==> config.mk <==
export PLATFORM = sky130hd
export DESIGN_NAME = glyph_bitmap_expander_unit_flat
export DESIGN_NICKNAME = d
export VERILOG_FILES = /design/src/rtl/gbe_pkg.sv /design/src/rtl/gbe_in_if.sv /design/src/rtl/gbe_out_if.sv /design/src/rtl/gbe_regs.sv /design/src/rtl/gbe_front.sv /design/src/rtl/gbe_queue.sv /design/src/rtl/gbe_back.sv /design/src/rtl/glyph_bitmap_expander_unit.sv /design/src/flat_wrapper.sv
export SDC_FILE = /design/constraint.sdc
export NUM_CORES = 1
export LEC_CHECK = 0
export ABC_AREA = 0
export BUFFER_PORTS_ARGS = -buffer_cell sky130_fd_sc_hd__buf_4
export CAP_MARGIN = 20
export CORE_MARGIN = 2
export CORE_UTILIZATION = 30
export DETAILED_ROUTE_END_ITERATION = 10
export SYNTH_ARGS = -nofsm -noshare
export SYNTH_HDL_FRONTEND = slang
export SYNTH_HIERARCHICAL = 1
export SYNTH_SLANG_ARGS = --single-unit
==> constraint.sdc <==
create_clock -name clk -period 3.9 [get_ports clk]
set_input_delay 0.39 -clock clk [delete_from_list [all_inputs] [get_ports clk]]
set_output_delay 0.39 -clock clk [all_outputs]
set_load 0.01 [all_outputs]
==> src/rtl/gbe_pkg.sv <==
package gbe_pkg;

    localparam int DEF_SCREEN_WIDTH  = 320;
    localparam int DEF_SCREEN_HEIGHT = 240;

    localparam int QUEUE_DEPTH = 4;
    localparam int QPTR_W      = $clog2(QUEUE_DEPTH);
    localparam int QCNT_W      = $clog2(QUEUE_DEPTH + 1);

    localparam int PADDR_W = 3;

    localparam logic [7:0] MSB_MASK = 8'h80;

    // register indexes on the config port
    typedef enum logic [0:0] {
        REG_TEXT_COLOR  = 1'b0,
        REG_SCALE_SHIFT = 1'b1
    } reg_index_t;

    typedef struct packed {
        logic [15:0] text_color;
        logic [1:0]  scale_shift;
    } cfg_t;

    // one byte's worth of pixel work handed from front to back
    typedef struct packed {
        logic [7:0]  bits;
        logic [10:0] x;
        logic [10:0] y;
        logic [1:0]  scale;
    } job_t;

endpackage

==> src/rtl/gbe_in_if.sv <==
interface gbe_in_if;
    logic               valid;
    logic               ready;
    logic               glyph_start;
    logic signed [11:0] origin_x;
    logic signed [11:0] origin_y;
    logic [7:0]         glyph_width;
    logic [7:0]         glyph_height;
    logic [7:0]         bitmap_byte;

    modport source (
        output valid, glyph_start, origin_x, origin_y, glyph_width, glyph_height,
               bitmap_byte,
        input  ready
    );
    modport sink (
        input  valid, glyph_start, origin_x, origin_y, glyph_width, glyph_height,
               bitmap_byte,
        output ready
    );
endinterface

==> src/rtl/gbe_out_if.sv <==
interface gbe_out_if;
    logic        valid;
    logic        ready;
    logic [10:0] pixel_x;
    logic [10:0] pixel_y;
    logic [15:0] pixel_color;
    logic        last_of_run;

    modport source (
        output valid, pixel_x, pixel_y, pixel_color, last_of_run,
        input  ready
    );
    modport sink (
        input  valid, pixel_x, pixel_y, pixel_color, last_of_run,
        output ready
    );
endinterface

==> src/rtl/gbe_regs.sv <==
module gbe_regs
    import gbe_pkg::*;
(
    input  logic               clk,
    input  logic               rst_n,
    input  logic               psel,
    input  logic               penable,
    input  logic               pwrite,
    input  logic [PADDR_W-1:0] paddr,
    input  logic [31:0]        pwdata,
    output logic [31:0]        prdata,
    output logic               pready,
    output cfg_t               cfg
);

    logic [15:0] text_color_reg;
    logic [1:0]  scale_shift_reg;
    logic        wr_en;
    reg_index_t  reg_sel;

    assign pready  = 1'b1;
    assign wr_en   = psel && penable && pwrite;
    assign reg_sel = reg_index_t'(paddr[2]);

    always_ff @(posedge clk or negedge rst_n)
    begin
        if (!rst_n)
        begin
            text_color_reg  <= '0;
            scale_shift_reg <= '0;
        end
        else if (wr_en)
        begin
            unique case (reg_sel)
                REG_TEXT_COLOR:  text_color_reg  <= pwdata[15:0];
                REG_SCALE_SHIFT: scale_shift_reg <= pwdata[1:0];
                default: ;
            endcase
        end
    end

    always_comb
    begin
        unique case (reg_sel)
            REG_TEXT_COLOR:  prdata = {16'd0, text_color_reg};
            REG_SCALE_SHIFT: prdata = {30'd0, scale_shift_reg};
            default:         prdata = '0;
        endcase
    end

    assign cfg.text_color  = text_color_reg;
    assign cfg.scale_shift = scale_shift_reg;

endmodule

==> src/rtl/gbe_front.sv <==
module gbe_front
    import gbe_pkg::*;
#(
    parameter int SCREEN_WIDTH  = DEF_SCREEN_WIDTH,
    parameter int SCREEN_HEIGHT = DEF_SCREEN_HEIGHT
)
(
    input  logic       clk,
    input  logic       rst_n,
    input  cfg_t       cfg,
    gbe_in_if.sink     glyph_in,
    input  logic       q_full,
    output logic       push,
    output job_t       push_job
);

    logic        glyph_active_reg,   glyph_active_next;
    logic        glyph_rejected_reg, glyph_rejected_next;
    logic [7:0]  column_index_reg,   column_index_next;
    logic [7:0]  rows_left_reg,      rows_left_next;
    logic [2:0]  repeat_count_reg,   repeat_count_next;
    logic [11:0] current_x_reg,      current_x_next;
    logic [11:0] current_y_reg,      current_y_next;
    logic [11:0] saved_origin_x_reg, saved_origin_x_next;
    logic [7:0]  saved_width_reg,    saved_width_next;

    logic        accept;
    logic [1:0]  s;
    logic [10:0] w_scaled;
    logic [10:0] h_scaled;
    logic        x_fits;
    logic        y_fits;
    logic        bad;
    logic [7:0]  remain;
    logic        row_end;
    logic [3:0]  count;
    logic [7:0]  keep_mask;
    logic [7:0]  bits;
    logic [7:0]  rows_dec;

    assign glyph_in.ready = !q_full;
    assign accept = glyph_in.valid && glyph_in.ready;
    assign s      = cfg.scale_shift;

    // fit test on each axis, touching the last column or row is a reject
    assign w_scaled = 11'(glyph_in.glyph_width) << s;
    assign h_scaled = 11'(glyph_in.glyph_height) << s;
    assign x_fits = !glyph_in.origin_x[11] &&
                    ((13'(glyph_in.origin_x[10:0]) + 13'(w_scaled)) < 13'(SCREEN_WIDTH));
    assign y_fits = !glyph_in.origin_y[11] &&
                    ((13'(glyph_in.origin_y[10:0]) + 13'(h_scaled)) < 13'(SCREEN_HEIGHT));
    assign bad = (glyph_in.glyph_width == 8'd0) || (glyph_in.glyph_height == 8'd0) ||
                 !x_fits || !y_fits;

    // bits past the glyph width in the last byte of a row are dropped
    assign remain    = saved_width_reg - column_index_reg;
    assign row_end   = remain <= 8'd8;
    assign count     = row_end ? remain[3:0] : 4'd8;
    assign keep_mask = ~(8'hFF >> count);
    assign bits      = glyph_in.bitmap_byte & keep_mask;
    assign rows_dec  = rows_left_reg - 8'd1;

    assign push = accept && !glyph_in.glyph_start && glyph_active_reg && (bits != 8'd0);
    assign push_job.bits  = bits;
    assign push_job.x     = current_x_reg[10:0];
    assign push_job.y     = current_y_reg[10:0];
    assign push_job.scale = s;

    always_comb
    begin
        glyph_active_next   = glyph_active_reg;
        glyph_rejected_next = glyph_rejected_reg;
        column_index_next   = column_index_reg;
        rows_left_next      = rows_left_reg;
        repeat_count_next   = repeat_count_reg;
        current_x_next      = current_x_reg;
        current_y_next      = current_y_reg;
        saved_origin_x_next = saved_origin_x_reg;
        saved_width_next    = saved_width_reg;
        if (accept)
        begin
            if (glyph_in.glyph_start)
            begin
                column_index_next = '0;
                repeat_count_next = '0;
                if (bad)
                begin
                    glyph_active_next   = 1'b0;
                    glyph_rejected_next = 1'b1;
                    rows_left_next      = '0;
                end
                else
                begin
                    glyph_active_next   = 1'b1;
                    glyph_rejected_next = 1'b0;
                    rows_left_next      = glyph_in.glyph_height;
                    saved_width_next    = glyph_in.glyph_width;
                    saved_origin_x_next = glyph_in.origin_x;
                    current_x_next      = glyph_in.origin_x;
                    current_y_next      = glyph_in.origin_y;
                end
            end
            else if (glyph_active_reg)
            begin
                if (row_end)
                begin
                    column_index_next = '0;
                    current_x_next    = saved_origin_x_reg;
                    current_y_next    = current_y_reg + 12'd1;
                    if (repeat_count_reg >= {1'b0, s})
                    begin
                        repeat_count_next = '0;
                        rows_left_next    = rows_dec;
                        if (rows_dec == 8'd0)
                        begin
                            glyph_active_next = 1'b0;
                        end
                    end
                    else
                    begin
                        repeat_count_next = repeat_count_reg + 3'd1;
                    end
                end
                else
                begin
                    column_index_next = column_index_reg + 8'd8;
                    current_x_next    = current_x_reg + (12'd8 << s);
                end
            end
        end
    end

    always_ff @(posedge clk or negedge rst_n)
    begin
        if (!rst_n)
        begin
            glyph_active_reg   <= 1'b0;
            glyph_rejected_reg <= 1'b0;
            column_index_reg   <= '0;
            rows_left_reg      <= '0;
            repeat_count_reg   <= '0;
            current_x_reg      <= '0;
            current_y_reg      <= '0;
            saved_origin_x_reg <= '0;
            saved_width_reg    <= '0;
        end
        else
        begin
            glyph_active_reg   <= glyph_active_next;
            glyph_rejected_reg <= glyph_rejected_next;
            column_index_reg   <= column_index_next;
            rows_left_reg      <= rows_left_next;
            repeat_count_reg   <= repeat_count_next;
            current_x_reg      <= current_x_next;
            current_y_reg      <= current_y_next;
            saved_origin_x_reg <= saved_origin_x_next;
            saved_width_reg    <= saved_width_next;
        end
    end

    a_active_not_rejected: assert property (@(posedge clk) disable iff (!rst_n)
        !(glyph_active_reg && glyph_rejected_reg))
        else $error("glyph both active and rejected");

    a_col_inside_width: assert property (@(posedge clk) disable iff (!rst_n)
        glyph_active_reg |-> (column_index_reg < saved_width_reg))
        else $error("column index past glyph width");

endmodule

==> src/rtl/gbe_queue.sv <==
module gbe_queue
    import gbe_pkg::*;
(
    input  logic clk,
    input  logic rst_n,
    input  logic push,
    input  job_t push_job,
    input  logic pop,
    output logic full,
    output logic head_valid,
    output job_t head_job
);

    job_t              entry_reg [QUEUE_DEPTH];
    logic [QPTR_W-1:0] wr_ptr_reg;
    logic [QPTR_W-1:0] rd_ptr_reg;
    logic [QCNT_W-1:0] count_reg;

    assign full       = count_reg == QCNT_W'(QUEUE_DEPTH);
    assign head_valid = count_reg != '0;
    assign head_job   = entry_reg[rd_ptr_reg];

    always_ff @(posedge clk)
    begin
        if (push)
        begin
            entry_reg[wr_ptr_reg] <= push_job;
        end
    end

    always_ff @(posedge clk or negedge rst_n)
    begin
        if (!rst_n)
        begin
            wr_ptr_reg <= '0;
            rd_ptr_reg <= '0;
            count_reg  <= '0;
        end
        else
        begin
            if (push)
            begin
                wr_ptr_reg <= wr_ptr_reg + QPTR_W'(1);
            end
            if (pop)
            begin
                rd_ptr_reg <= rd_ptr_reg + QPTR_W'(1);
            end
            if (push && !pop)
            begin
                count_reg <= count_reg + QCNT_W'(1);
            end
            else if (pop && !push)
            begin
                count_reg <= count_reg - QCNT_W'(1);
            end
        end
    end

    a_no_overflow: assert property (@(posedge clk) disable iff (!rst_n)
        push |-> (!full || pop))
        else $error("push into full queue");

    a_no_underflow: assert property (@(posedge clk) disable iff (!rst_n)
        pop |-> head_valid)
        else $error("pop from empty queue");

endmodule

==> src/rtl/gbe_back.sv <==
module gbe_back
    import gbe_pkg::*;
(
    input  logic      clk,
    input  logic      rst_n,
    input  cfg_t      cfg,
    input  logic      head_valid,
    input  job_t      head_job,
    output logic      pop,
    gbe_out_if.source pixel_out
);

    logic        busy_reg,    busy_next;
    logic        phase_reg,   phase_next;
    logic [7:0]  bits_reg,    bits_next;
    logic [10:0] x_reg,       x_next;
    logic [10:0] y_reg,       y_next;
    logic [1:0]  scale_reg,   scale_next;
    logic        ovalid_reg,  ovalid_next;
    logic [10:0] ox_reg,      ox_next;
    logic [10:0] oy_reg,      oy_next;
    logic [15:0] ocolor_reg,  ocolor_next;
    logic        olast_reg,   olast_next;

    logic        advance;
    logic        fire;
    logic [2:0]  idx;
    logic [7:0]  bits_cleared;
    logic        need_second;
    logic        emit_last;

    // leftmost set bit, msb first
    always_comb
    begin
        idx = '0;
        for (int i = 7; i >= 0; i--)
        begin
            if (bits_reg[7 - i])
            begin
                idx = 3'(i);
            end
        end
    end

    assign bits_cleared = bits_reg & ~(MSB_MASK >> idx);
    assign need_second  = (scale_reg != 2'd0) && !phase_reg;
    assign emit_last    = (bits_cleared == 8'd0) && !need_second;

    assign advance = !ovalid_reg || pixel_out.ready;
    assign fire    = busy_reg && advance;
    assign pop     = head_valid && advance && (!busy_reg || emit_last);

    always_comb
    begin
        busy_next   = busy_reg;
        phase_next  = phase_reg;
        bits_next   = bits_reg;
        x_next      = x_reg;
        y_next      = y_reg;
        scale_next  = scale_reg;
        ovalid_next = ovalid_reg;
        ox_next     = ox_reg;
        oy_next     = oy_reg;
        ocolor_next = ocolor_reg;
        olast_next  = olast_reg;
        if (advance)
        begin
            ovalid_next = fire;
        end
        if (fire)
        begin
            // second write of a scaled bit lands one column to the right
            ox_next     = x_reg + (11'(idx) << scale_reg) + 11'(phase_reg);
            oy_next     = y_reg;
            ocolor_next = cfg.text_color;
            olast_next  = emit_last;
            if (need_second)
            begin
                phase_next = 1'b1;
            end
            else
            begin
                phase_next = 1'b0;
                bits_next  = bits_cleared;
            end
            if (emit_last)
            begin
                busy_next = 1'b0;
            end
        end
        if (pop)
        begin
            busy_next  = 1'b1;
            phase_next = 1'b0;
            bits_next  = head_job.bits;
            x_next     = head_job.x;
            y_next     = head_job.y;
            scale_next = head_job.scale;
        end
    end

    always_ff @(posedge clk or negedge rst_n)
    begin
        if (!rst_n)
        begin
            busy_reg   <= 1'b0;
            phase_reg  <= 1'b0;
            ovalid_reg <= 1'b0;
        end
        else
        begin
            busy_reg   <= busy_next;
            phase_reg  <= phase_next;
            ovalid_reg <= ovalid_next;
        end
    end

    always_ff @(posedge clk)
    begin
        bits_reg   <= bits_next;
        x_reg      <= x_next;
        y_reg      <= y_next;
        scale_reg  <= scale_next;
        ox_reg     <= ox_next;
        oy_reg     <= oy_next;
        ocolor_reg <= ocolor_next;
        olast_reg  <= olast_next;
    end

    assign pixel_out.valid       = ovalid_reg;
    assign pixel_out.pixel_x     = ox_reg;
    assign pixel_out.pixel_y     = oy_reg;
    assign pixel_out.pixel_color = ocolor_reg;
    assign pixel_out.last_of_run = olast_reg;

    a_busy_has_bits: assert property (@(posedge clk) disable iff (!rst_n)
        busy_reg |-> (bits_reg != 8'd0))
        else $error("busy with no bits left");

    a_unscaled_single: assert property (@(posedge clk) disable iff (!rst_n)
        (busy_reg && (scale_reg == 2'd0)) |-> !phase_reg)
        else $error("second write on unscaled glyph");

endmodule

==> src/rtl/glyph_bitmap_expander_unit.sv <==
// channel     dir  payload
// glyph_in    in   glyph_start, origin_x, origin_y, glyph_width, glyph_height, bitmap_byte
// pixel_out   out  pixel_x, pixel_y, pixel_color, last_of_run
// apb         in   text_color at 0x0, scale_shift at 0x4
//
// a bitmap byte yields one pixel write per set bit, up to 16 (8 bits, two writes
// each when scaled); the pixel output stage issues one write per cycle while not stalled
// start beats and bytes with no set bits in range are taken in the front and queue no job
// a 4-entry job queue lets the front keep taking beats while the back is busy
// or the pixel output is stalled; glyph_in.ready drops only when it is full
// rst_n is asynchronous, active low, and clears all control state
module glyph_bitmap_expander_unit
    import gbe_pkg::*;
#(
    parameter int SCREEN_WIDTH  = DEF_SCREEN_WIDTH,
    parameter int SCREEN_HEIGHT = DEF_SCREEN_HEIGHT
)
(
    input  logic               clk,
    input  logic               rst_n,
    input  logic               psel,
    input  logic               penable,
    input  logic               pwrite,
    input  logic [PADDR_W-1:0] paddr,
    input  logic [31:0]        pwdata,
    output logic [31:0]        prdata,
    output logic               pready,
    gbe_in_if.sink             glyph_in,
    gbe_out_if.source          pixel_out
);

    cfg_t cfg;
    logic push;
    job_t push_job;
    logic pop;
    logic q_full;
    logic head_valid;
    job_t head_job;

    gbe_regs u_regs (
        .clk     (clk),
        .rst_n   (rst_n),
        .psel    (psel),
        .penable (penable),
        .pwrite  (pwrite),
        .paddr   (paddr),
        .pwdata  (pwdata),
        .prdata  (prdata),
        .pready  (pready),
        .cfg     (cfg)
    );

    gbe_front #(
        .SCREEN_WIDTH  (SCREEN_WIDTH),
        .SCREEN_HEIGHT (SCREEN_HEIGHT)
    ) u_front (
        .clk      (clk),
        .rst_n    (rst_n),
        .cfg      (cfg),
        .glyph_in (glyph_in),
        .q_full   (q_full),
        .push     (push),
        .push_job (push_job)
    );

    gbe_queue u_queue (
        .clk        (clk),
        .rst_n      (rst_n),
        .push       (push),
        .push_job   (push_job),
        .pop        (pop),
        .full       (q_full),
        .head_valid (head_valid),
        .head_job   (head_job)
    );

    gbe_back u_back (
        .clk        (clk),
        .rst_n      (rst_n),
        .cfg        (cfg),
        .head_valid (head_valid),
        .head_job   (head_job),
        .pop        (pop),
        .pixel_out  (pixel_out)
    );

endmodule
==> src/flat_wrapper.sv <==
// flat-port wrapper written by rule: the top's interface ports become plain ports
module glyph_bitmap_expander_unit_flat import gbe_pkg::*;
#(
    parameter int SCREEN_WIDTH  = DEF_SCREEN_WIDTH,
    parameter int SCREEN_HEIGHT = DEF_SCREEN_HEIGHT
)
  (clk, rst_n, psel, penable, pwrite, paddr, pwdata, prdata, pready, glyph_in_valid, glyph_in_glyph_start, glyph_in_origin_x, glyph_in_origin_y, glyph_in_glyph_width, glyph_in_glyph_height, glyph_in_bitmap_byte, glyph_in_ready, pixel_out_valid, pixel_out_pixel_x, pixel_out_pixel_y, pixel_out_pixel_color, pixel_out_last_of_run, pixel_out_ready);
  gbe_in_if glyph_in_i ();
  gbe_out_if pixel_out_i ();
  input  logic clk;
  input  logic rst_n;
  input  logic psel;
  input  logic penable;
  input  logic pwrite;
  input  logic [PADDR_W-1:0] paddr;
  input  logic [31:0] pwdata;
  output logic [31:0] prdata;
  output logic pready;
  input wire logic [$bits(glyph_in_i.valid)-1:0] glyph_in_valid;
  input wire logic [$bits(glyph_in_i.glyph_start)-1:0] glyph_in_glyph_start;
  input wire logic [$bits(glyph_in_i.origin_x)-1:0] glyph_in_origin_x;
  input wire logic [$bits(glyph_in_i.origin_y)-1:0] glyph_in_origin_y;
  input wire logic [$bits(glyph_in_i.glyph_width)-1:0] glyph_in_glyph_width;
  input wire logic [$bits(glyph_in_i.glyph_height)-1:0] glyph_in_glyph_height;
  input wire logic [$bits(glyph_in_i.bitmap_byte)-1:0] glyph_in_bitmap_byte;
  output wire logic [$bits(glyph_in_i.ready)-1:0] glyph_in_ready;
  output wire logic [$bits(pixel_out_i.valid)-1:0] pixel_out_valid;
  output wire logic [$bits(pixel_out_i.pixel_x)-1:0] pixel_out_pixel_x;
  output wire logic [$bits(pixel_out_i.pixel_y)-1:0] pixel_out_pixel_y;
  output wire logic [$bits(pixel_out_i.pixel_color)-1:0] pixel_out_pixel_color;
  output wire logic [$bits(pixel_out_i.last_of_run)-1:0] pixel_out_last_of_run;
  input wire logic [$bits(pixel_out_i.ready)-1:0] pixel_out_ready;
  assign glyph_in_i.valid = glyph_in_valid;
  assign glyph_in_i.glyph_start = glyph_in_glyph_start;
  assign glyph_in_i.origin_x = glyph_in_origin_x;
  assign glyph_in_i.origin_y = glyph_in_origin_y;
  assign glyph_in_i.glyph_width = glyph_in_glyph_width;
  assign glyph_in_i.glyph_height = glyph_in_glyph_height;
  assign glyph_in_i.bitmap_byte = glyph_in_bitmap_byte;
  assign glyph_in_ready = glyph_in_i.ready;
  assign pixel_out_valid = pixel_out_i.valid;
  assign pixel_out_pixel_x = pixel_out_i.pixel_x;
  assign pixel_out_pixel_y = pixel_out_i.pixel_y;
  assign pixel_out_pixel_color = pixel_out_i.pixel_color;
  assign pixel_out_last_of_run = pixel_out_i.last_of_run;
  assign pixel_out_i.ready = pixel_out_ready;
  glyph_bitmap_expander_unit #(.SCREEN_WIDTH(SCREEN_WIDTH), .SCREEN_HEIGHT(SCREEN_HEIGHT)) u_core (.clk(clk), .rst_n(rst_n), .psel(psel), .penable(penable), .pwrite(pwrite), .paddr(paddr), .pwdata(pwdata), .prdata(prdata), .pready(pready), .glyph_in(glyph_in_i), .pixel_out(pixel_out_i));
endmodule
==> flow_summary.yaml, run 1 <==
timing:
  fin_skew_ns: 0.0103
  finalHoldViolCount: 0
  hold_ws_ns: 0.119
  fin_setup_tns_ns: 0
  tightest_slew_ns: 0.949
  fin_crit_ns: 3.75
  fmax_mhz: 267
  setup_slack_ns: 0.149
  slew_headroom_pct: 36.6
  drv_slew: 0
  setup_violations: 0
  post-route-period-util_pct: 96.2
  rsz0062_at_grt: "no"
worst_setup_path:
  crit_required_ns: 4.29
  crit_start: "u_core/u_regs/scale_shift_reg[1]"
  crit_type: "flip-flop to flip-flop"
  critPathCapture: "u_core/u_front/current_x_reg[5]"
  cpLargestDelayFamily: "compound AO/OA/AOI/OAI gates"
  cp.depth: 14
  reg2reg_depth: 14
  path_cells: "buf_12, mux2i_2, a21oi_1, ha_1, or2_1, and2_1, o311ai_2, nor4b_2, buf_4, a2111oi_2, nand3_2, buf_4, and3_1, a211o_1"
  cp_slowest_stage_delay_ns: 0.54
  crit_path_frequent_cell: "buf_4"
  crit_buf_inv: 3
  crit_arrival_ns: 4.14
  critPathSlowestCell: "dfrtp_2"
  critPathLaunchType: "flip-flop"
  r2r_start: "u_core/u_regs/scale_shift_reg[1]"
  rrSetupSlack_ns: 0.15
  endpoint_kind: "flip-flop"
  r2r-end: "u_core/u_front/current_x_reg[5]"
  cp_max_fo: 19
layout:
  largest_register_ffs: 128
  num-fill-cells: 4458
  antennaDiodeCount: 0
  nets: 1370
  layout-drive-gt1-share_pct: 26.8
  instances_no_fill: 1860
  syn2layout_area_growth_pct: 20.6
  regArea_sq_um: 8130
  multi_input_area_sq_um: 5540
logic_synthesis:
  yosys.cell_types.count: 85
  ys_seq_area_share_pct: 57.4
  synth_seq_cells: 285
  synth_cells: 1058
  ys_async_sr_fraction_pct: 30.2
  yosysMostFrequentCell: "edfxtp_1"
  yosysTopAreaCellShare_pct: 42.2
  syn_area_per_cell_sq_um: 13.4
  syn_area_sq_um: 14200
  ys.flop_type: "edfxtp_1"
  yosysTopAreaCell: "edfxtp_1"
  synthTopCellsByArea: "edfxtp_1 (42%), dfrtp_1 (15%), mux4_2 (5.1%)"
  synth_common_cells: "edfxtp_1 (199), dfrtp_1 (86), nand2_1 (60)"
  synth-edff-count: 199
  yosys_warnings: 6
cts:
  clk_path_buf_depth: 3
  clk_pin_slew_ns: 0.06
  cts_tree: "done"
  h-tree-depth: 2
  cts_sinks: 285
  clk_latency_ns: 0.50
  clock-root-buffer: "clkbuf_16"
  numCtsBuffers: 34
drt:
  wl_per_cell_um: 17.1
  avgViaCountPerCell: 4.87
  vias: 9065
  final_antenna_net_count: 0
  drt_first_iter_violations: 570
  totalWireLength_um: 31800
  firstDrtPassIters: 4
  drc: 0
die:
  die_w_um: 221
  core_sq_um: 46600
  start_util_pct: 30.4
  row_count: 79
  die_area_sq_um: 49000
  ios: 165
  fp.dieH_um: 221
placed_design:
  placed_cells: 1794
  gp_congestion: 0.844
  dp_hpwl_um: 22600
  io_buffer_count: 129
  pre_cts_slack_ns: -0.0412
global_route:
  grt_overflow: 0
  grt_pass1_wl_um: 50800
  antenna_found_initial: 0
  grt_pass1_vias: 9067
  grt_start_max_net_pins: 42
  grt_usage_pct: 12.9
pwr:
  p_clk_share_pct: 28.8
  p_int_uw: 7190
  switching_share_pct: 31.1
  p_leak_uw: 0.00673
  ir_drop_mv: 0.311
  pwr-share-comb_pct: 28.4
  p_per_area_nw_per_um2: 611
  seq_power_share_pct: 42.8
  switchingPower_uw: 3250
hold_path:
  hold_class: "input port to flip-flop"
job:
  drv_cap: 0
status:
  status: "finished, final reports clean"
==> timing repair <==
item,4_1_cts,5_1_grt
hold buffers,1,0
buffers inserted,0,4
endpoints found under the setup margin,13,43
hold endpoints to repair,25,0
gates resized for setup,1,7
pin swaps,0,2
==> stage by stage <==
stage / power (uW) / util (%) / area, sq um
floorplan: 6540 / - / 14200
global placement: 7410 / 34.2 / 15900
detailed placement: 7490 / 34.2 / 15900
CTS: 10600 / 36.6 / 17000
global route: 11100 / 36.7 / 17100
finish: 10400 / 36.7 / 17100
==> logic make-up (layout without fill, tap and decap cells) <==
| family | count (synthesis) | after routing | synth area share, % |
|---|---|---|---|
| buf+inv | 107 | 287 | 4.09 |
| mux | 100 | 100 | 11.2 |
| xor+xnor | 24 | 24 | 1.48 |
| compound gates | 194 | 194 | 9.90 |
| simple gates | 293 | 293 | 11.1 |
| fa+ha+maj | 51 | 51 | 4.72 |
| other cells | 4 | 19 | 0.106 |
| flops | 285 | 285 | 57.4 |
==> cell usage in the layout, fill, tap and decap left out, drive strengths merged, types with 5 or more instances in the layout <==
master,netlist,routed
o21a,6,6
nor3,21,21
or2,6,6
a211oi,5,5
and3,19,19
ha,47,47
a211o,8,8
and2,15,15
clkinv,0,7
mux2i,22,22
mux4,36,36
nor2,60,60
edfxtp,199,199
a31oi,7,7
o221a,5,5
clkbuf,20,49
inv,49,49
nor4,9,9
or3,7,7
a21o,9,9
conb,4,19
mux2,42,42
buf,38,176
a22oi,6,6
nand3,20,20
o211ai,14,14
nand4,10,10
nor3b,7,7
a21oi,36,36
or4,7,7
dfrtp,86,86
nand2,60,60
o21ai,47,47
nor2b,33,33
clkinvlp,0,5
nand2b,12,12
xnor2,12,12
xor2,12,12
==> how the worst min path moves through the flow <==
stage / cells after the start / start / slack (ns) / end
2_1_floorplan: 0 / rst_n / 0.09 / u_core/u_back/busy_reg
4_1_cts: 2 / pwdata[6] / 0.09 / u_core/u_regs/text_color_reg[6]
3_3_place_gp: 1 / rst_n / 0.39 / u_core/u_back/pixel_out.valid
5_1_grt: 2 / pwdata[14] / 0.10 / u_core/u_regs/text_color_reg[14]
6_report: 2 / pwdata[14] / 0.12 / u_core/u_regs/text_color_reg[14]
3_5_place_dp: 1 / rst_n / 0.39 / u_core/u_back/pixel_out.valid
==> power by group through the flow <==
stage               clock network, uW  registers [uW]  logic [uW]
global route                     3230            4570        3310
floorplan                           0            4300        2240
CTS                              3100            4490        2960
finish                           3010            4470        2960
global placement                    0            4510        2890
detailed placement                  0            4550        2950
==> final cells by class <==
| type | count | share of cell area (%) |
|---|---|---|
| flip-flops and latches | 285 | 47.6 |
| multi-input cells | 681 | 32.4 |
| well taps | 607 | 4.44 |
| clock inverters | 12 | 0.461 |
| repair buffers | 177 | 8.16 |
| clock buffers | 49 | 5.86 |
| inverters | 49 | 1.08 |
==> routing by layer <==
metal / vias to the layer above / GRT usage, % / share of wire, %
met5: - / 0 / 0
met4: 0 / 3.40 / 1.9
met3: 45 / 2.35 / 5.0
met1: 4448 / 18.2 / 47
li1: 4322 / - / -
met2: 250 / 20.4 / 46
Note: power is estimated with default switching activity, not from simulation.
==> run 2, diff against run 1 <==
- CORE_MARGIN: 2 -> 4
- REMOVE_ABC_BUFFERS: unset -> 1
- SLEW_MARGIN: unset -> 20
==> run 2 against run 1 <==
  * Power decreased by 3.2%
  * Final area decreased by 1.5%
  * Clock skew increased by 0.0045 ns
  * Die area increased by 3.6%
  * Setup slack improved by 0.098 ns
  * Worst hold slack got worse by 0.043 ns
  * Highest routed layer unchanged
  * Critical endpoint is now u_core/u_front/saved_origin_x_reg[0]
  * Largest cell class unchanged
==> flow_summary.yaml, run 2 (synthesis gave the netlist of run 1 again) <==
placed_design:
  placed_cells: 1790
  dp_hpwl_um: 23400
  gp_congestion: 0.846
  io_buffer_count: 129
  placed_cell_area_sq_um: 15900
  pre_cts_slack_ns: 0.159
timing:
  drv_slew: 0
  post-route-period-util_pct: 93.7
  tightest_slew_ns: 0.957
  setup_slack_ns: 0.247
  rsz0062_at_grt: "no"
  fin_skew_ns: 0.0148
  fmax_mhz: 274
  slew_headroom_pct: 36.1
  finalHoldViolCount: 0
  fin_crit_ns: 3.65
  setup_violations: 0
drt:
  avgViaCountPerCell: 4.92
  totalWireLength_um: 32700
  drt_first_iter_violations: 507
  wl_per_cell_um: 17.7
  vias: 9075
  drc: 0
  final_antenna_net_count: 0
  firstDrtPassIters: 5
layout:
  layout-drive-gt1-share_pct: 25.7
  nets: 1358
  antennaDiodeCount: 0
  syn2layout_area_growth_pct: 18.8
  instances_no_fill: 1845
  largest_register_ffs: 128
  post-route-util_pct: 36.1
  layout_commonest_cell: "edfxtp_1"
  final_cell_mix: "edfxtp_1 (199), buf_4 (168), dfrtp_1 (83)"
  design_area_sq_um: 16800
die:
  ios: 165
  die_w_um: 225
  start_util_pct: 30.4
  fp.dieH_um: 225
  core_sq_um: 46700
  row_count: 79
  die_area_sq_um: 50800
worst_setup_path:
  crit_arrival_ns: 4.08
  cpLargestDelayFamily: "simple AND/OR/NAND/NOR gates"
  critPathSlowestCell: "dfrtp_2"
  cp_slowest_stage_delay_ns: 0.45
  critPathLaunchType: "flip-flop"
  r2r_start: "u_core/u_regs/scale_shift_reg[0]"
  crit_start: "u_core/u_regs/scale_shift_reg[0]"
  endpoint_kind: "flip-flop"
  crit_type: "flip-flop to flip-flop"
  crit_path_frequent_cell: "buf_4"
  crit_required_ns: 4.33
  crit_buf_inv: 4
  cp_max_fo: 15
  path_cells: "buf_4, buf_4, a211oi_1, a21oi_1, ha_1, or2_1, and2_1, o311ai_2, nor4b_2, buf_4, a2111oi_4, nand4_2, or2_1, buf_4, mux2_4"
cts:
  h-tree-depth: 1
  cts_tree: "done"
  clk_path_buf_depth: 3
  numCtsBuffers: 28
  cts_sinks: 285
  clk_latency_ns: 0.55
  clk_pin_slew_ns: 0.06
  clock-root-buffer: "clkbuf_16"
global_route:
  grt_pass1_vias: 8920
  grt_pass1_wl_um: 50700
  grt_start_max_net_pins: 61
  grt_usage_pct: 12.5
  antenna_found_initial: 0
  grt_overflow: 0
pwr:
  ir_drop_mv: 0.349
  p_leak_uw: 0.00663
  p_per_area_nw_per_um2: 600
status:
  status: "finished, final reports clean"
job:
  drv_cap: 0
hold_path:
  hold_class: "input port to flip-flop"
  hold_start: "pwdata[2]"
run 2: cell count changes in the layout (fill, tap and decap cells not counted), moves of 3 or more:
cell / before / now
bufinv_16: 0 / 3
clkbuf_16: 38 / 29
buf_4: 171 / 168
clkinv_2: 4 / 7
buf_12: 5 / 2
clkinvlp_4: 5 / 1
run 2: per-stage QoR:
| stage | total power, uW | hold WS, ns | setup TNS [ns] |
|---|---|---|---|
| 2_1_floorplan | 6380 | 0.0944 | -1.78 |
| 5_1_grt | 10800 | 0.0448 | 0 |
| 4_1_cts | 10200 | 0.0349 | 0 |
| 3_5_place_dp | 7490 | 0.407 | 0 |
| 6_report | 10100 | 0.0761 | 0 |
| 3_3_place_gp | 7410 | 0.405 | 0 |
run 2: final cells by class:
type	count	area [sq um]
well taps	607	759
inverters	49	184
fillers	4493	29800
clock buffers	38	769
multi-input cells	681	5540
clock inverters	14	144
repair buffers	171	1310
flip-flops and latches	285	8130
run 2: power by group:
group,internal [uW],switching [uW]
logic,1440,1530
clock network,1580,1100
registers,3930,535
total,6950,3160
run 2: per-layer routing:
metal	global-route usage, %	routed length, um	part of all wire (%)	vias to the layer above
li1	-	-	-	4306
met2	19.9	15100	46	242
met5	0	0	0	-
met3	1.63	1480	4.5	37
met1	18.3	15500	47	4490
met4	3.12	557	1.7	0
run 2: worst register-to-register path, cell delays in order (launching register included):
cell and delay, ns:
dfrtp_2 0.45, buf_4 0.20, buf_4 0.21, a211oi_1 0.20, a21oi_1 0.07, ha_1 0.29
or2_1 0.22, and2_1 0.19, o311ai_2 0.26, nor4b_2 0.11, buf_4 0.15, a2111oi_4 0.27
nand4_2 0.17, or2_1 0.25, buf_4 0.20, mux2_4 0.31
run 2: worst paths after layout:
path	endpoint	depth (start not counted)	slack, ns
worst max-delay path	u_core/u_front/saved_origin_x_reg[0]	15	0.25
worst min-delay path	u_core/u_regs/text_color_reg[2]	2	0.08
worst max register to register	u_core/u_front/saved_origin_x_reg[0]	15	0.25
worst min register to register	u_core/u_back/pixel_out.pixel_y[1]	0	0.42
max in group asynchronous	u_core/u_front/saved_origin_x_reg[1]	3	2.45
min in group asynchronous	u_core/u_regs/text_color_reg[2]	2	0.50
run 2: repair_timing:
action / CTS / global route
hold buffers: 1 / 0
hold endpoints to repair: 31 / 0
setup endpoints to repair: 0 / 37
buffers inserted: 0 / 1
gates resized for setup: 0 / 5
==> run 3, diff against run 2 <==
- clock period: 3.9 -> 3.7 ns (I/O delays scaled with it)
==> run 3 against run 2 <==
  * Highest routed layer is now met5
  * Via count rose by 2.1%
  * Die area did not move
  * Fmax rose by 2.6%
  * Combinational power rose by 13%
  * Utilization rose by 0.80 points
  * First-iteration DRC count rose by 2.2%
  * Critical endpoint is now u_core/u_front/current_x_reg[4]
  * Final area rose by 2.2%
==> flow_summary.yaml, run 3 (synthesis gave the netlist of run 1 again) <==
pwr:
  p_per_area_nw_per_um2: 638
  p_leak_uw: 0.00681
  ir_drop_mv: 0.398
die:
  core_sq_um: 46700
  fp.dieH_um: 225
  ios: 165
  die_area_sq_um: 50800
  die_w_um: 225
  row_count: 79
  start_util_pct: 30.4
cts:
  clk_pin_slew_ns: 0.06
  clk_latency_ns: 0.55
  clk_path_buf_depth: 3
  h-tree-depth: 1
  cts_tree: "done"
  cts_sinks: 285
  numCtsBuffers: 31
  clock-root-buffer: "clkbuf_16"
worst_setup_path:
  path_cells: "buf_4, buf_4, a211oi_1, a21oi_1, ha_1, or2_1, and2_1, a21o_1, o21ai_1, mux2i_2, buf_4, nand3_4, buf_4, and3_1, a211o_1"
  cp_max_fo: 9
  crit_type: "flip-flop to flip-flop"
  critPathSlowestCell: "dfrtp_2"
  cp.depth: 15
  reg2reg_depth: 15
  cpLargestDelayFamily: "compound AO/OA/AOI/OAI gates"
  crit_required_ns: 4.13
  rrSetupSlack_ns: 0.14
  crit_buf_inv: 4
  cp_slowest_stage_delay_ns: 0.46
  endpoint_kind: "flip-flop"
  crit_path_frequent_cell: "buf_4"
  critPathLaunchType: "flip-flop"
  crit_arrival_ns: 4.00
layout:
  final_cell_mix: "edfxtp_1 (199), buf_4 (187), dfrtp_1 (84)"
  layout-drive-gt1-share_pct: 27.8
  num-fill-cells: 4522
  design_area_sq_um: 17200
  nets: 1386
  syn2layout_area_growth_pct: 21.5
  layout_commonest_cell: "edfxtp_1"
  largest_register_ffs: 128
timing:
  tightest_slew_ns: 1.10
  fin_setup_tns_ns: 0
  hold_ws_ns: 0.0539
  post-route-period-util_pct: 96.2
  setup_violations: 0
  fin_crit_ns: 3.56
  drv_slew: 0
  fin_skew_ns: 0.0178
  fmax_mhz: 281
  setup_slack_ns: 0.140
  finalHoldViolCount: 0
  slew_headroom_pct: 26.5
drt:
  top_layer: "met5"
  drc: 0
  drt_first_iter_violations: 518
  avgViaCountPerCell: 4.94
  vias: 9267
  firstDrtPassIters: 5
  wl_per_cell_um: 17.8
  wl_met1_um: 15100
  met2_length_um: 15800
  totalWireLength_um: 33400
  wl_met3_um: 1810
  final_antenna_net_count: 0
placed_design:
  placed_cell_area_sq_um: 16100
  io_buffer_count: 129
  dp_hpwl_um: 23900
  pre_cts_slack_ns: 0.0377
  gp_congestion: 0.837
status:
  status: "finished, final reports clean"
global_route:
  grt_usage_pct: 12.8
  antenna_found_initial: 2
  grt_pass1_wl_um: 51800
  grt_overflow: 0
  grt_start_max_net_pins: 56
  grt_pass1_vias: 9152
job:
  drv_cap: 0
hold_path:
  min_path_cells: 2
  hold_class: "input port to flip-flop"
[run 3: changes by cell type in the layout (fill, tap and decap cells not counted), sizes merged]
| cell | delta |
|---|---|
| buf | +25 |
| bufinv | -1 |
| clkbuf | +3 |
| clkinv | -2 |
| clkinvlp | +3 |
| diode | +1 |
| inv | +2 |
[run 3: final cells by class]
class                   count  area [sq um]  area share (%)
diodes                      1          2.50          0.0145
clock buffers              41           843            4.90
clock inverters            16           149           0.865
inverters                  49           184            1.07
multi-input cells         681          5590            32.5
flip-flops and latches    285          8130            47.2
well taps                 607           759            4.41
repair buffers            196          1560            9.04
[run 3: stage by stage]
stage	utilization [%]	cells	total power [uW]
after floorplan	-	1015	6730
after CTS	36.6	1870	11000
after global routing	36.9	1875	11700
after detailed placement	34.5	1812	8010
final	36.9	1876	11000
after global placement	34.5	1812	7920
[run 3: per-layer routing]
metal	GRT usage [%]	vias to the layer above
li1	-	4368
met1	18.2	4592
met2	20.7	259
met3	1.97	46
met4	3.28	2
met5	0	-
[run 3: path summary, 6_finish.rpt]
kind                                             startpoint                                 end
max in group asynchronous                             rst_n     u_core/u_front/current_y_reg[4]
hold / removal                                    pwdata[3]     u_core/u_regs/text_color_reg[3]
min in group asynchronous                             rst_n     u_core/u_regs/text_color_reg[8]
setup reg to reg           u_core/u_regs/scale_shift_reg[0]     u_core/u_front/current_x_reg[4]
hold reg to reg                      u_core/u_back/y_reg[7]  u_core/u_back/pixel_out.pixel_y[7]
setup / recovery           u_core/u_regs/scale_shift_reg[0]     u_core/u_front/current_x_reg[4]
[run 3: repair_timing]
item,in CTS,in global routing
resized for setup,0,16
endpoints found under the hold margin,53,0
setup buffers,0,5
endpoints found under the setup margin,0,45
hold buffers,1,0
[run 3: worst register-to-register path, stage by stage (launching register included)]
cell	delay, ns
dfrtp_2	0.46
buf_4	0.21
buf_4	0.19
a211oi_1	0.18
a21oi_1	0.07
ha_1	0.28
or2_1	0.22
and2_1	0.21
a21o_1	0.21
o21ai_1	0.21
mux2i_2	0.29
buf_4	0.16
nand3_4	0.15
buf_4	0.20
and3_1	0.17
a211o_1	0.25
[run 3: power by group]
group	switching [uW]	internal (uW)
Combinational	1720	1640
Clock	1230	1740
Sequential	519	4140
Total	3470	7520
